==> src/rtl/core/cba_pkg.sv <==
// shared types and constants of the contiguous block allocator
package cba_pkg;

   // width of a block count derived from a 16-bit byte size
   localparam int NEED_W = 16;

   // request kinds
   localparam logic KIND_ALLOC = 1'b0;
   localparam logic KIND_FREE  = 1'b1;

   // block count from the size divider
   typedef struct packed {
      logic              done;
      logic [NEED_W-1:0] blocks;
   } need_type;

   // sequencer states
   typedef enum logic [2:0] {
      ST_CLEAR,
      ST_IDLE,
      ST_DIVIDE,
      ST_SCAN,
      ST_MARK,
      ST_FREE_READ,
      ST_FREE_CHECK,
      ST_RELEASE
   } state_type;

endpackage

==> src/rtl/core/cba_ram.sv <==
// generic single-write, single-read ram with registered read data
module cba_ram #(
   parameter int WIDTH = 8,
   parameter int DEPTH = 64
) (
   input  logic                     clock,
   input  logic                     wr_en,
   input  logic [$clog2(DEPTH)-1:0] wr_addr,
   input  logic [WIDTH-1:0]         wr_data,
   input  logic [$clog2(DEPTH)-1:0] rd_addr,
   output logic [WIDTH-1:0]         rd_data
);

   logic [WIDTH-1:0] mem_ff [DEPTH];
   logic [WIDTH-1:0] rd_data_ff;

   // write port and registered read port
   always_ff @(posedge clock) begin
      if (wr_en) begin
         mem_ff[wr_addr] <= wr_data;
      end
      rd_data_ff <= mem_ff[rd_addr];
   end

   assign rd_data = rd_data_ff;

endmodule

==> src/rtl/core/cba_size_div.sv <==
// pipelined ceil(size / BLOCK_BYTES) by reciprocal multiply and one correction
module cba_size_div #(
   parameter int BLOCK_BYTES = 256
) (
   input  logic             clock,
   input  logic             reset,
   input  logic             start,
   input  logic [15:0]      req_size,
   output cba_pkg::need_type result
);
   import cba_pkg::*;

   localparam int SUM_W   = $clog2(65535 + BLOCK_BYTES);
   localparam int RECIP_W = SUM_W + 1;
   localparam int BB_W    = $clog2(BLOCK_BYTES + 1);
   localparam int PROD_W  = SUM_W + RECIP_W;
   localparam int QD_W    = SUM_W + BB_W;
   localparam longint unsigned RECIP = (longint'(1) << SUM_W) / BLOCK_BYTES;
   localparam logic [RECIP_W-1:0] RECIP_C = RECIP_W'(RECIP);
   localparam logic [BB_W-1:0]    BB_C    = BB_W'(BLOCK_BYTES);

   logic              v1_ff, v2_ff, v3_ff, v4_ff, done_ff;
   logic [SUM_W-1:0]  x1_ff, x2_ff, x3_ff, x4_ff;
   logic [PROD_W-1:0] prod_ff;
   logic [SUM_W-1:0]  q3_ff, q4_ff;
   logic [QD_W-1:0]   qd_ff;
   logic [NEED_W-1:0] blocks_ff;
   logic [SUM_W-1:0]  rem;
   logic              bump;

   // remainder after the estimate; the estimate is low by at most one
   assign rem  = x4_ff - SUM_W'(qd_ff);
   assign bump = 32'(rem) >= 32'(BLOCK_BYTES);

   // stage valids
   always_ff @(posedge clock) begin
      if (reset) begin
         v1_ff   <= 1'b0;
         v2_ff   <= 1'b0;
         v3_ff   <= 1'b0;
         v4_ff   <= 1'b0;
         done_ff <= 1'b0;
      end else begin
         v1_ff   <= start;
         v2_ff   <= v1_ff;
         v3_ff   <= v2_ff;
         v4_ff   <= v3_ff;
         done_ff <= v4_ff;
      end
   end

   // datapath stages
   always_ff @(posedge clock) begin
      x1_ff     <= SUM_W'(req_size) + SUM_W'(BLOCK_BYTES - 1);
      prod_ff   <= PROD_W'(x1_ff) * PROD_W'(RECIP_C);
      x2_ff     <= x1_ff;
      q3_ff     <= prod_ff[SUM_W +: SUM_W];
      x3_ff     <= x2_ff;
      qd_ff     <= QD_W'(q3_ff) * QD_W'(BB_C);
      q4_ff     <= q3_ff;
      x4_ff     <= x3_ff;
      blocks_ff <= bump ? NEED_W'(q4_ff) + NEED_W'(1) : NEED_W'(q4_ff);
   end

   assign result.done   = done_ff;
   assign result.blocks = blocks_ff;

endmodule

==> src/rtl/core/cba_engine.sv <==
// sequencer: clearing pass, first-fit scan, run marking and release over the block table
module cba_engine #(
   parameter int NUM_BLOCKS = 64
) (
   input  logic                              clock,
   input  logic                              reset,
   input  logic                              start,
   output logic                              busy,
   input  logic                              req_kind,
   input  logic [5:0]                        req_block_index,
   output logic                              div_start,
   input  cba_pkg::need_type                 div_result,
   output logic                              mem_wr_en,
   output logic [$clog2(NUM_BLOCKS)-1:0]     mem_wr_addr,
   output logic [$clog2(NUM_BLOCKS+1):0]     mem_wr_data,
   output logic [$clog2(NUM_BLOCKS)-1:0]     mem_rd_addr,
   input  logic [$clog2(NUM_BLOCKS+1):0]     mem_rd_data,
   output logic                              rsp_valid,
   output logic                              rsp_success,
   output logic [5:0]                        rsp_result_block,
   output logic [6:0]                        rsp_free_count
);
   import cba_pkg::*;

   localparam int AW    = $clog2(NUM_BLOCKS);
   localparam int CNT_W = $clog2(NUM_BLOCKS + 1);
   localparam int EW    = CNT_W + 1;

   state_type        state_ff, state_in;
   logic [CNT_W-1:0] iss_ff, iss_in;
   logic [CNT_W-1:0] run_ff, run_in;
   logic [CNT_W-1:0] need_ff, need_in;
   logic [CNT_W-1:0] left_ff, left_in;
   logic [CNT_W-1:0] free_ff, free_in;
   logic [AW-1:0]    proc_ff, proc_in;
   logic [AW-1:0]    wr_ptr_ff, wr_ptr_in;
   logic [AW-1:0]    start_blk_ff, start_blk_in;
   logic             pending_ff, pending_in;
   logic             first_ff, first_in;
   logic [5:0]       idx_ff, idx_in;
   logic             rsp_valid_ff, rsp_valid_in;
   logic             rsp_success_ff, rsp_success_in;
   logic [5:0]       rsp_block_ff, rsp_block_in;
   logic [6:0]       rsp_free_ff, rsp_free_in;

   logic              accept;
   logic              rd_used;
   logic [CNT_W-1:0]  rd_len;
   logic [NEED_W-1:0] need_adj;
   logic              too_big;
   logic              scan_end;
   logic              hit;
   logic              idx_bad;
   logic              free_ok;
   logic              last_write;
   logic [CNT_W:0]    start_wide;

   // decode of the table entry and the current request
   assign accept     = start && (state_ff == ST_IDLE);
   assign rd_used    = mem_rd_data[EW-1];
   assign rd_len     = mem_rd_data[CNT_W-1:0];
   assign need_adj   = (div_result.blocks == '0) ? NEED_W'(1) : div_result.blocks;
   assign too_big    = 32'(need_adj) > 32'(NUM_BLOCKS);
   assign scan_end   = !pending_ff && (iss_ff == CNT_W'(NUM_BLOCKS));
   assign hit        = pending_ff && !rd_used && (CNT_W'(run_ff + 1'b1) == need_ff);
   assign idx_bad    = 32'(idx_ff) >= 32'(NUM_BLOCKS);
   assign free_ok    = rd_used && (rd_len != '0);
   assign last_write = (left_ff == CNT_W'(1));
   assign start_wide = (CNT_W+1)'(proc_ff) + (CNT_W+1)'(1) - (CNT_W+1)'(need_ff);

   // next state
   always_comb begin
      state_in = state_ff;
      case (state_ff)
         ST_CLEAR: begin
            if (last_write) state_in = ST_IDLE;
         end
         ST_IDLE: begin
            if (accept) state_in = (req_kind == KIND_FREE) ? ST_FREE_READ : ST_DIVIDE;
         end
         ST_DIVIDE: begin
            if (div_result.done) state_in = too_big ? ST_IDLE : ST_SCAN;
         end
         ST_SCAN: begin
            if (hit) begin
               state_in = ST_MARK;
            end else if (scan_end) begin
               state_in = ST_IDLE;
            end
         end
         ST_MARK: begin
            if (last_write) state_in = ST_IDLE;
         end
         ST_FREE_READ: begin
            state_in = idx_bad ? ST_IDLE : ST_FREE_CHECK;
         end
         ST_FREE_CHECK: begin
            state_in = free_ok ? ST_RELEASE : ST_IDLE;
         end
         ST_RELEASE: begin
            if (last_write) state_in = ST_IDLE;
         end
         default: state_in = ST_IDLE;
      endcase
   end

   // datapath, table accesses and result
   always_comb begin
      iss_in         = iss_ff;
      run_in         = run_ff;
      need_in        = need_ff;
      left_in        = left_ff;
      free_in        = free_ff;
      proc_in        = proc_ff;
      wr_ptr_in      = wr_ptr_ff;
      start_blk_in   = start_blk_ff;
      pending_in     = 1'b0;
      first_in       = first_ff;
      idx_in         = idx_ff;
      rsp_valid_in   = 1'b0;
      rsp_success_in = 1'b0;
      rsp_block_in   = 6'd0;
      rsp_free_in    = 7'(free_ff);
      div_start      = 1'b0;
      mem_wr_en      = 1'b0;
      mem_wr_addr    = wr_ptr_ff;
      mem_wr_data    = '0;
      mem_rd_addr    = iss_ff[AW-1:0];
      case (state_ff)
         ST_CLEAR: begin
            mem_wr_en = 1'b1;
            wr_ptr_in = wr_ptr_ff + 1'b1;
            left_in   = left_ff - 1'b1;
         end
         ST_IDLE: begin
            if (accept) begin
               idx_in    = req_block_index;
               div_start = (req_kind == KIND_ALLOC);
            end
         end
         ST_DIVIDE: begin
            if (div_result.done) begin
               if (too_big) begin
                  rsp_valid_in = 1'b1;
               end else begin
                  need_in = CNT_W'(need_adj);
                  iss_in  = '0;
                  run_in  = '0;
               end
            end
         end
         ST_SCAN: begin
            // issue one read a cycle, judge the block read the cycle before
            if (iss_ff != CNT_W'(NUM_BLOCKS)) begin
               pending_in = 1'b1;
               proc_in    = iss_ff[AW-1:0];
               iss_in     = iss_ff + 1'b1;
            end
            if (pending_ff) begin
               run_in = rd_used ? '0 : CNT_W'(run_ff + 1'b1);
            end
            if (hit) begin
               start_blk_in = AW'(start_wide);
               wr_ptr_in    = AW'(start_wide);
               left_in      = need_ff;
               first_in     = 1'b1;
            end else if (scan_end) begin
               rsp_valid_in = 1'b1;
            end
         end
         ST_MARK: begin
            mem_wr_en   = 1'b1;
            mem_wr_data = {1'b1, first_ff ? need_ff : CNT_W'(0)};
            first_in    = 1'b0;
            wr_ptr_in   = wr_ptr_ff + 1'b1;
            left_in     = left_ff - 1'b1;
            if (last_write) begin
               free_in        = free_ff - need_ff;
               rsp_valid_in   = 1'b1;
               rsp_success_in = 1'b1;
               rsp_block_in   = 6'(start_blk_ff);
               rsp_free_in    = 7'(free_ff - need_ff);
            end
         end
         ST_FREE_READ: begin
            mem_rd_addr = AW'(idx_ff);
            if (idx_bad) rsp_valid_in = 1'b1;
         end
         ST_FREE_CHECK: begin
            if (free_ok) begin
               wr_ptr_in = AW'(idx_ff);
               left_in   = rd_len;
               need_in   = rd_len;
            end else begin
               rsp_valid_in = 1'b1;
            end
         end
         ST_RELEASE: begin
            mem_wr_en = 1'b1;
            wr_ptr_in = wr_ptr_ff + 1'b1;
            left_in   = left_ff - 1'b1;
            if (last_write) begin
               free_in        = free_ff + need_ff;
               rsp_valid_in   = 1'b1;
               rsp_success_in = 1'b1;
               rsp_free_in    = 7'(free_ff + need_ff);
            end
         end
         default: begin
         end
      endcase
   end

   // control registers
   always_ff @(posedge clock) begin
      if (reset) begin
         state_ff     <= ST_CLEAR;
         wr_ptr_ff    <= '0;
         left_ff      <= CNT_W'(NUM_BLOCKS);
         free_ff      <= CNT_W'(NUM_BLOCKS);
         pending_ff   <= 1'b0;
         rsp_valid_ff <= 1'b0;
      end else begin
         state_ff     <= state_in;
         wr_ptr_ff    <= wr_ptr_in;
         left_ff      <= left_in;
         free_ff      <= free_in;
         pending_ff   <= pending_in;
         rsp_valid_ff <= rsp_valid_in;
      end
   end

   // payload registers
   always_ff @(posedge clock) begin
      iss_ff         <= iss_in;
      run_ff         <= run_in;
      need_ff        <= need_in;
      proc_ff        <= proc_in;
      start_blk_ff   <= start_blk_in;
      first_ff       <= first_in;
      idx_ff         <= idx_in;
      rsp_success_ff <= rsp_success_in;
      rsp_block_ff   <= rsp_block_in;
      rsp_free_ff    <= rsp_free_in;
   end

   assign busy             = (state_ff != ST_IDLE);
   assign rsp_valid        = rsp_valid_ff;
   assign rsp_success      = rsp_success_ff;
   assign rsp_result_block = rsp_block_ff;
   assign rsp_free_count   = rsp_free_ff;

endmodule

==> src/rtl/core/contiguous_block_allocator.sv <==
// Contiguous block allocator, first fit, over a pool of NUM_BLOCKS blocks.
// Request channel: req_kind (0 allocate, 1 free), req_request_size in bytes,
// req_block_index; a transfer happens at a rising edge with start high and
// busy low. Each request gives one result, shown for exactly one cycle with
// rsp_valid high: rsp_success, rsp_result_block and rsp_free_count (free
// blocks after the request). The receiver cannot stall; the result is taken
// in the cycle it is shown, and a new request may be issued in that cycle.
// Allocate: the byte size passes through the pipelined size divider, then a
// scan of the block table at one entry per cycle, then one block of the run
// is written per cycle. Free: the start entry is read and checked, then one
// block of the run is written per cycle.
// The single table ram port pair bounds both the scan and the writes.
// After reset a clearing pass writes every table entry with busy held high;
// then every block is free.
module contiguous_block_allocator #(
   parameter int NUM_BLOCKS  = 64,
   parameter int BLOCK_BYTES = 256
) (
   input  logic        clock,
   input  logic        reset,
   input  logic        start,
   output logic        busy,
   input  logic        req_kind,
   input  logic [15:0] req_request_size,
   input  logic [5:0]  req_block_index,
   output logic        rsp_valid,
   output logic        rsp_success,
   output logic [5:0]  rsp_result_block,
   output logic [6:0]  rsp_free_count
);
   import cba_pkg::*;

   localparam int AW = $clog2(NUM_BLOCKS);
   localparam int EW = $clog2(NUM_BLOCKS + 1) + 1;

   need_type      div_result;
   logic          div_start;
   logic          mem_wr_en;
   logic [AW-1:0] mem_wr_addr;
   logic [EW-1:0] mem_wr_data;
   logic [AW-1:0] mem_rd_addr;
   logic [EW-1:0] mem_rd_data;

   // block count from the byte size
   cba_size_div #(
      .BLOCK_BYTES (BLOCK_BYTES)
   ) u_div (
      .clock    (clock),
      .reset    (reset),
      .start    (div_start),
      .req_size (req_request_size),
      .result   (div_result)
   );

   // block table: used mark and run length per block
   cba_ram #(
      .WIDTH (EW),
      .DEPTH (NUM_BLOCKS)
   ) u_table (
      .clock   (clock),
      .wr_en   (mem_wr_en),
      .wr_addr (mem_wr_addr),
      .wr_data (mem_wr_data),
      .rd_addr (mem_rd_addr),
      .rd_data (mem_rd_data)
   );

   // sequencer
   cba_engine #(
      .NUM_BLOCKS (NUM_BLOCKS)
   ) u_engine (
      .clock            (clock),
      .reset            (reset),
      .start            (start),
      .busy             (busy),
      .req_kind         (req_kind),
      .req_block_index  (req_block_index),
      .div_start        (div_start),
      .div_result       (div_result),
      .mem_wr_en        (mem_wr_en),
      .mem_wr_addr      (mem_wr_addr),
      .mem_wr_data      (mem_wr_data),
      .mem_rd_addr      (mem_rd_addr),
      .mem_rd_data      (mem_rd_data),
      .rsp_valid        (rsp_valid),
      .rsp_success      (rsp_success),
      .rsp_result_block (rsp_result_block),
      .rsp_free_count   (rsp_free_count)
   );

   // a result is shown only once the sequencer is back to waiting
   a_rsp_idle: assert property (@(posedge clock) disable iff (reset)
      rsp_valid |-> !busy)
      else $error("result shown while sequencer busy");

   // a result always ends a busy stretch
   a_rsp_after_busy: assert property (@(posedge clock) disable iff (reset)
      rsp_valid |-> $past(busy))
      else $error("result without preceding work");

   // no result in the cycle right after a transfer in
   a_no_instant_rsp: assert property (@(posedge clock) disable iff (reset)
      (start && !busy) |=> !rsp_valid)
      else $error("result in cycle after request transfer");

   // failed requests report block zero
   a_fail_block_zero: assert property (@(posedge clock) disable iff (reset)
      (rsp_valid && !rsp_success) |-> (rsp_result_block == 6'd0))
      else $error("failed result with nonzero block");

endmodule

==> config.mk <==
export PLATFORM = sky130hd
export DESIGN_NAME = contiguous_block_allocator
export DESIGN_NICKNAME = d
export VERILOG_FILES = /design/src/rtl/core/cba_pkg.sv /design/src/rtl/core/cba_ram.sv /design/src/rtl/core/cba_size_div.sv /design/src/rtl/core/cba_engine.sv /design/src/rtl/core/contiguous_block_allocator.sv
export SDC_FILE = /design/constraint.sdc
export NUM_CORES = 1
export LEC_CHECK = 0
export BUFFER_PORTS_ARGS = -buffer_cell sky130_fd_sc_hd__clkbuf_2
export CAP_MARGIN = 20
export CORE_AREA = 5 5 236 238
export DETAILED_ROUTE_END_ITERATION = 12
export DIE_AREA = 0 0 241 243
export PLACE_DENSITY = 0.65
export REMOVE_ABC_BUFFERS = 1
export SLEW_MARGIN = 20
export SYNTH_ARGS = -nofsm -noshare
export SYNTH_HDL_FRONTEND = slang
export SYNTH_SLANG_ARGS = --single-unit
export TNS_END_PERCENT = 20
==> constraint.sdc <==
create_clock -name clock -period 7.1 [get_ports clock]
set_input_delay 0.355 -clock clock [delete_from_list [all_inputs] [get_ports clock]]
set_output_delay 0.355 -clock clock [all_outputs]
set_load 0.02 [all_outputs]
==> results of run 1 <==
[repair_timing]
action                    CTS  global route
setup buffers               0             0
hold endpoints to repair   16             0
hold buffers               15             0
[logic make-up (layout without fill, tap and decap cells)]
| kind of cell | after synthesis | count (layout) |
|---|---|---|
| AO/OA/AOI/OAI | 255 | 255 |
| adder cells (fa/ha/maj) | 30 | 30 |
| XOR/XNOR | 36 | 36 |
| other | 0 | 1 |
| multiplexers | 199 | 199 |
| buffers and inverters | 111 | 242 |
| AND/OR/NAND/NOR | 543 | 543 |
| flip-flops | 649 | 649 |
[worst paths after layout]
check	from	to	slack [ns]	cells after the start
setup reg to reg	u_engine.state_ff[2]	u_table.rd_data[0]	2.78	8
hold / removal	req_request_size[0]	u_div.x1_ff[8]	0.08	5
setup / recovery	u_engine.state_ff[2]	u_table.rd_data[0]	2.78	8
hold reg to reg	u_div.x2_ff[11]	u_div.x3_ff[11]	0.32	0
[layer usage]
metal / track usage, % / share of wire, % / up-vias
met5: 0 / 0 / -
met4: 7.55 / 3.3 / 0
met3: 4.25 / 7.8 / 134
met2: 33.6 / 46 / 698
met1: 31.6 / 43 / 8082
li1: - / - / 7192
[final cells by class]
cell class	instances	area (sq um)
inverter	36	135
sequential	649	18500
clock buffer	83	1810
clock inverter	40	514
tap	696	871
antenna	1	2.50
multi-input combinational	1063	7330
timing repair buffer	83	601
fill	4248	23600
[sequential cells by signal, indices dropped and copies added (netlist names), 3 cells and up]
name,cells
u_engine.free_ff,7
u_engine.iss_ff,7
u_div.x3_ff,8
u_div.blocks_ff,9
u_engine.proc_ff,6
u_engine.rsp_free_count,7
u_table.rd_data,8
u_div.x4_ff,8
u_engine.idx_ff,6
u_engine.left_ff,7
u_engine.run_ff,7
u_div.x1_ff,9
u_engine.start_blk_ff,6
u_engine.rsp_result_block,6
u_div.x2_ff,9
u_engine.state_ff,3
u_engine.mem_wr_addr,6
u_engine.need_ff,7
u_table.mem_ff,512
[per-stage QoR]
| stage | util (%) | setup TNS [ns] | instances | worst slack [ns] |
|---|---|---|---|---|
| 3_5_place_dp | 51.0 | 0 | 2510 | 2.58 |
| 4_1_cts | 55.7 | 0 | 2648 | 2.51 |
| 6_report | 55.8 | 0 | 2651 | 2.78 |
| 5_1_grt | 55.8 | 0 | 2650 | 2.56 |
| 2_1_floorplan | - | -40.59 | 1748 | -5.07 |
| 3_3_place_gp | 51.0 | 0 | 2510 | 2.64 |
[cell usage in the layout, fill, tap and decap left out, types with 10 or more instances in the layout]
| cell | count |
|---|---|
| nand2_1 | 219 |
| dfxtp_1 | 97 |
| a211oi_1 | 15 |
| nand3_1 | 21 |
| inv_1 | 33 |
| nand4_1 | 35 |
| xor2_1 | 14 |
| clkinv_1 | 14 |
| nor2b_1 | 19 |
| nor2_1 | 129 |
| mux2i_1 | 183 |
| a21oi_1 | 26 |
| ha_1 | 27 |
| o21ai_0 | 19 |
| bufinv_16 | 10 |
| clkbuf_16 | 69 |
| and2_1 | 13 |
| clkbuf_2 | 42 |
| a32oi_1 | 90 |
| mux2_2 | 11 |
| buf_4 | 23 |
| edfxtp_1 | 552 |
| nor4_1 | 19 |
| clkbuf_1 | 10 |
| a22oi_1 | 41 |
| nor3_1 | 35 |
| xnor2_1 | 17 |
| dlygate4sd3_1 | 15 |
[worst reg2reg max path: stages, from the launching register on]
cell and delay (ns):
dfxtp_1 0.76, nand3b_1 0.79, mux2i_4 0.76, buf_16 0.25, buf_4 0.62, mux2i_1 0.22, a22oi_1 0.30, nand4_1 0.24
nor4_1 0.31
[power groups by stage]
stage / logic, mW / clock network, mW / registers (mW)
detailed placement: 0.990 / 0 / 4.52
floorplan: 0.685 / 0 / 4.50
CTS: 1.00 / 3.75 / 4.44
global placement: 0.983 / 0 / 4.51
finish: 1.02 / 3.69 / 4.44
global route: 1.10 / 3.91 / 4.46
==> results.tsv, run 1 <==
stage	metric	value	unit
run_status	status	finished, final reports clean	
drt	final WL	65100	um
cts	cts bufs inserted	68	
worst_setup_path	slowest cell on the critical path	nand3b_1	
pwr	net switching power	2.30	mW
logic_synthesis	mapped cell area	26200	sq um
die	Die X	241	um
pwr	Lkg Pwr	9.93	nW
cells_and_area	fin area	29800	sq um
cts	clock latency on the worst-skew pair	0.62	ns
logic_synthesis	sequential area share after synthesis	70.6	%
logic_synthesis	Post-synth EDFFs	552	
worst_setup_path	CP Data Required Time	7.61	ns
placement	post-detail-place hpwl	40200	um
worst_setup_path	Startpoint Class	flip-flop	
global_route	gr usage total	21.9	%
worst_setup_path	critical path peak fanout	40	
sta	RSZ-0062 raised after global routing	no	
logic_synthesis	leading area contributor after synthesis	edfxtp_1	
sta	hold_ws	0.0824	ns
cts	H-Tree Depth	3	
logic_synthesis	Synth Area in Simple Gates	9.49	%
sta	post-route minimum period	4.32	ns
worst_setup_path	CP Cell Sequence	nand3b_1, mux2i_4, buf_16, buf_4, mux2i_1, a22oi_1, nand4_1, nor4_1	
logic_synthesis	#FFs+latches synth	649	
sta	Final setup viols	0	
logic_synthesis	area share of the largest cell type after synthesis	63.2	%
logic_synthesis	Post-Synth Adder-Cell Area	1.52	%
cells_and_area	# nets final	1957	
drt	Avg Vias per Cell	6.08	
global_route	vias in the first global route	15600	
pwr	Clock Power Share	40.3	%
worst_setup_path	CP Class	flip-flop to flip-flop	
pwr	switching share of power	25.2	%
drt	Pre-Repair DR Iteration Count	5	
pwr	cell internal pwr	6.85	mW
sta	fmax	231	MHz
die	I/O pin cnt	42	
die	Core Region	53400	sq um
logic_synthesis	mux cell area share after synthesis	7.66	%
placement	dpl cell area	27200	sq um
placement	I/O Buffers	41	
pwr	PwrDens	307	nW/um^2
min_path	Worst Hold Class	input port to flip-flop	
cells_and_area	synthesis-to-finish area growth	13.5	%
cts	root buffer cell	clkbuf_16	
drt	first-iteration detailed-routing DRC count	1731	
sta	max_slew headroom	23.4	%
logic_synthesis	top post-synthesis cells by area	edfxtp_1 63%, dfxtp_1 7.4%, mux2i_1 7.1%	
logic_synthesis	Yosys cell types	73	
global_route	gr ovfl total	0	
logic_synthesis	most common cell in the netlist	edfxtp_1	
die	# rows	85	
die	initial core utilization	49.2	%
sta	Final Hold Fails	0	
sta	Final Cycle Share	60.9	%
pwr	total power	9.15	mW
cts	cts repair resizes	0	
logic_synthesis	post-synthesis cell count	1823	
cts	CTS tree	yes	
pwr	Seq pwr share	48.5	%
global_route	initial antenna violation count	0	
worst_setup_path	CP endpoint kind	flip-flop	
worst_setup_path	CP arrival	4.83	ns
cts	CTS Sinks	649	
drt	DRC errors left	0	
flow_run	max-cap viol count	0	
logic_synthesis	Post-synth top cells	552 x edfxtp_1, 219 x nand2_1, 186 x mux2i_1, 129 x nor2_1, 97 x dfxtp_1	
worst_setup_path	Largest stage delay, worst path	0.78	ns
logic_synthesis	Synth Area in Compound Gates	7.52	%
sta	Max Slew Vio Count	0	
worst_setup_path	Buffers & Inverters on Critical Path	2	
sta	Clock Skew	0.0226	ns
logic_synthesis	combinational family with the most area after synthesis	simple AND/OR/NAND/NOR gates	
die	die height	243	um
die	area of the die	58600	sq um
cts	Bufs on Longest Clock Path	3	
logic_synthesis	syn_area_per_cell	14.4	sq um
global_route	largest net degree at the start of global routing	137	
pwr	Peak VDD IR	0.169	mV
drt	routed via count	16100	
logic_synthesis	main flop type after synthesis	edfxtp_1	
drt	antenna-violating nets left	0	
cells_and_area	layout cells sized above 1	11.0	%
worst_setup_path	largest delay contributor family on the critical path	simple AND/OR/NAND/NOR gates	
logic_synthesis	synth warn	0	
sta	Worst-Margin Slew	1.14	ns
drt	Avg WL per Cell	24.6	um
pwr	combinational power share	11.1	%
cts	clock slew at reported path FFs	0.06	ns
placement	RePlAce Congestion	0.931	
logic_synthesis	async set or reset register ratio after synthesis	0	%
logic_synthesis	xor/xnor share of the synthesized area	1.47	%
global_route	global-route wire length before repair	97600	um
Power figures use the tool's default switching activity.
==> run 2, diff against run 1 <==
--- a/config.mk
+++ b/config.mk
@@ -5,12 +5,13 @@
 export SDC_FILE = /design/constraint.sdc
 export NUM_CORES = 1
 export LEC_CHECK = 0
+export ABC_AREA = 1
 export BUFFER_PORTS_ARGS = -buffer_cell sky130_fd_sc_hd__clkbuf_2
 export CAP_MARGIN = 20
-export CORE_AREA = 5 5 236 238
+export CORE_AREA = 5 5 246 248
 export DETAILED_ROUTE_END_ITERATION = 12
-export DIE_AREA = 0 0 241 243
-export PLACE_DENSITY = 0.65
+export DIE_AREA = 0 0 251 253
+export PLACE_DENSITY = 0.68
 export REMOVE_ABC_BUFFERS = 1
 export SLEW_MARGIN = 20
 export SYNTH_ARGS = -nofsm -noshare
==> constraint.sdc (replaced) <==
create_clock -name clock -period 3.6 [get_ports clock]
set_input_delay 0.18 -clock clock [delete_from_list [all_inputs] [get_ports clock]]
set_output_delay 0.18 -clock clock [all_outputs]
set_load 0.02 [all_outputs]
==> run 2 against run 1 <==
Compared with the run above:
- combinational power rose to 6.7 times the previous value
- synthesized cell count grew 60%
- maximum frequency grew 46%
- die area up 8.4%
- flip-flop and latch count did not move
==> results.tsv, run 2 <==
stage	metric	value	unit	change
run_status	status	finished, final reports clean		
logic_synthesis	sequential area share after synthesis	64.8	%	-5.8 points
cells_and_area	# nets final	3059		+56%
logic_synthesis	top post-synthesis cells by area	edfxtp_1 58%, nand3_1 9.7%, nand2_1 8.4%		
worst_setup_path	CP Data Required Time	4.09	ns	-3.52 ns
global_route	grt peak-use layer	met2		
cells_and_area	Most flops, register	u_table.mem_ff		
logic_synthesis	Post-synth EDFFs	552		unchanged
worst_setup_path	critical path peak fanout	67		+68%
drt	DRC errors left	0		unchanged
global_route	GR Layer Usage met3	5.40	%	+1.2 points
sta	fmax	338	MHz	+46%
cells_and_area	max reg flops	512		unchanged
logic_synthesis	async set or reset register ratio after synthesis	0	%	unchanged
logic_synthesis	mapped cell area	28600	sq um	+9.0%
cts	CTS tree	yes		
drt	Avg Vias per Cell	5.39		-11%
cells_and_area	layout cells sized above 1	8.25	%	-2.7 points
die	I/O pin cnt	42		unchanged
global_route	met1 Use GR	31.7	%	+0.056 points
min_path	Hold Startpoint	start		
sta	max_slew headroom	36.5	%	+13 points
worst_setup_path	CP Class	flip-flop to flip-flop		
cells_and_area	diodes inserted	0		-1
cts	H-Tree Depth	3		unchanged
min_path	Worst Hold Class	input port to flip-flop		
logic_synthesis	synth warn	0		unchanged
global_route	met2 GRT Util	37.6	%	+4.0 points
sta	Final setup viols	0		unchanged
sta	Clock Skew	0.0379	ns	+0.0153 ns
worst_setup_path	CP endpoint kind	flip-flop		
flow_run	max-cap viol count	0		unchanged
logic_synthesis	most common cell in the netlist	nand2_1		
die	# rows	89		+4.7%
sta	Final Cycle Share	82.1	%	+21 points
pwr	Peak VDD IR	0.384	mV	+130%
global_route	initial antenna violation count	0		unchanged
global_route	vias in the first global route	19700		+27%
logic_synthesis	Post-synth top cells	643 x nand2_1, 568 x inv_1, 552 x edfxtp_1, 552 x nand3_1, 138 x nor2_1		
cts	root buffer cell	clkbuf_16		
sta	post-route minimum period	2.96	ns	-1.37 ns
global_route	global-route wire length before repair	115000	um	+18%
die	Die X	251	um	+4.1%
die	Core Region	58200	sq um	+9.1%
cells_and_area	synthesis-to-finish area growth	14.0	%	
placement	pre-CTS setup slack	0.750	ns	-1.83 ns
drt	final WL	75000	um	+15%
die	area of the die	63500	sq um	+8.4%
logic_synthesis	syn_area_per_cell	9.81	sq um	-32%
pwr	Lkg Pwr	14.1	nW	+42%
cells_and_area	most frequent cells in the layout	640 x nand2_1, 568 x inv_1, 552 x nand3_1, 552 x edfxtp_1, 138 x nor2_1		
sta	Max Slew Vio Count	0		unchanged
logic_synthesis	area share of the largest cell type after synthesis	58.0	%	-5.2 points
cts	postcts setup bufs	0		unchanged
pwr	PwrDens	711	nW/um^2	+130%
worst_setup_path	worst setup path start	u_engine.state_ff[1]		
logic_synthesis	post-synthesis cell count	2915		+60%
drt	first-iteration detailed-routing DRC count	2019		+17%
global_route	gr ovfl total	0		unchanged
logic_synthesis	leading area contributor after synthesis	edfxtp_1		
cells_and_area	commonest non-fill, non-tap cell in the layout	nand2_1		
drt	routed via count	20600		+28%
drt	antenna-violating nets left	0		unchanged
cts	clock slew at reported path FFs	0.06	ns	about the same
cts	Bufs on Longest Clock Path	3		unchanged
logic_synthesis	#FFs+latches synth	649		unchanged
pwr	total power	23.2	mW	+150%
cts	clock latency on the worst-skew pair	0.61	ns	about the same
drt	Pre-Repair DR Iteration Count	6		+1
logic_synthesis	Yosys cell types	40		-45%
die	die height	253	um	+4.1%
die	initial core utilization	49.1	%	-0.053 points
worst_setup_path	Reg-to-Reg Start	u_engine.state_ff[1]		
logic_synthesis	main flop type after synthesis	edfxtp_1		
worst_setup_path	CP arrival	3.45	ns	-1.38 ns
sta	RSZ-0062 raised after global routing	no		
sta	Final Hold Fails	0		unchanged
cts	CTS Sinks	649		unchanged
cts	cts bufs inserted	68		unchanged
placement	I/O Buffers	41		unchanged
sta	final setup margin	0.644	ns	-2.13 ns
sta	Worst-Margin Slew	0.953	ns	-0.188 ns
placement	RePlAce Congestion	0.905		-2.8%
global_route	largest net degree at the start of global routing	81		-41%
worst_setup_path	Startpoint Class	flip-flop		
placement	post-detail-place hpwl	46300	um	+15%
drt	Avg WL per Cell	19.6	um	-20%
global_route	gr usage total	23.3	%	+1.4 points
## run 2: per-stage QoR
step                      area [sq um]  util, %  std cells  hold slack, ns  TNS (ns)
after floorplan                  28000        -       2789           0.249  -1630.04
after detailed placement         30100     51.7       3683           0.312         0
after global routing             32600     56.0       3826           0.155         0
after CTS                        32600     56.0       3826           0.113         0
after global placement           30100     51.7       3683           0.310         0
final                            32600     56.0       3826           0.117         0
## run 2: path summary, 6_finish.rpt
| check | endpoint | slack [ns] | cells after the start |
|---|---|---|---|
| hold / removal | u_engine.idx_ff[2] | 0.12 | 3 |
| setup / recovery | u_table.rd_data[2] | 0.64 | 12 |
| hold reg to reg | u_div.x3_ff[13] | 0.31 | 0 |
| setup reg to reg | u_table.rd_data[2] | 0.64 | 12 |
## run 2: layout make-up
cell class	instances	area, sq um
Fill cell	4958	25600
Multi-Input combinational cell	1566	7450
Clock inverter	37	410
Timing Repair Buffer	144	1240
Inverter	574	2150
Tap cell	773	967
Sequential cell	649	18500
Clock buffer	83	1850
## run 2: routing by layer
| metal | routed length, um | vias up | share of wire [%] |
|---|---|---|---|
| li1 | - | 9667 | - |
| met1 | 31300 | 9946 | 42 |
| met2 | 35000 | 852 | 47 |
| met3 | 6770 | 141 | 9.0 |
| met4 | 1980 | 0 | 2.6 |
| met5 | 0 | - | 0 |
## run 2: critical path: stages (launching register included)
cell	delay, ns
dfxtp_1	0.40
inv_2	0.10
nand3_2	0.31
nand2_1	0.16
nand2_4	0.42
buf_12	0.35
nand2_1	0.10
nand3_1	0.09
nand3_1	0.16
nand3_1	0.16
nand3_1	0.25
nand3_1	0.19
nand2_1	0.08
## run 2: what timing repair did
| action | CTS | global route |
|---|---|---|
| endpoints found under the hold margin | 26 | 0 |
| resized for setup | 0 | 0 |
| hold buffers | 23 | 0 |
## run 2: power breakdown
part,leakage (nW),switching (mW),internal (mW)
registers,5.88,0.321,8.85
clock network,1.10,2.87,4.30
logic,7.16,4.89,1.95
## run 2: logic make-up after synthesis
group | after synthesis | share of synthesized area (%)
AO/OA/AOI/OAI | 95 | 1.84
XOR/XNOR | 15 | 0.459
adder cells (fa/ha/maj) | 30 | 1.39
buffers and inverters | 700 | 9.53
flip-flops | 649 | 64.8
AND/OR/NAND/NOR | 1426 | 22.0
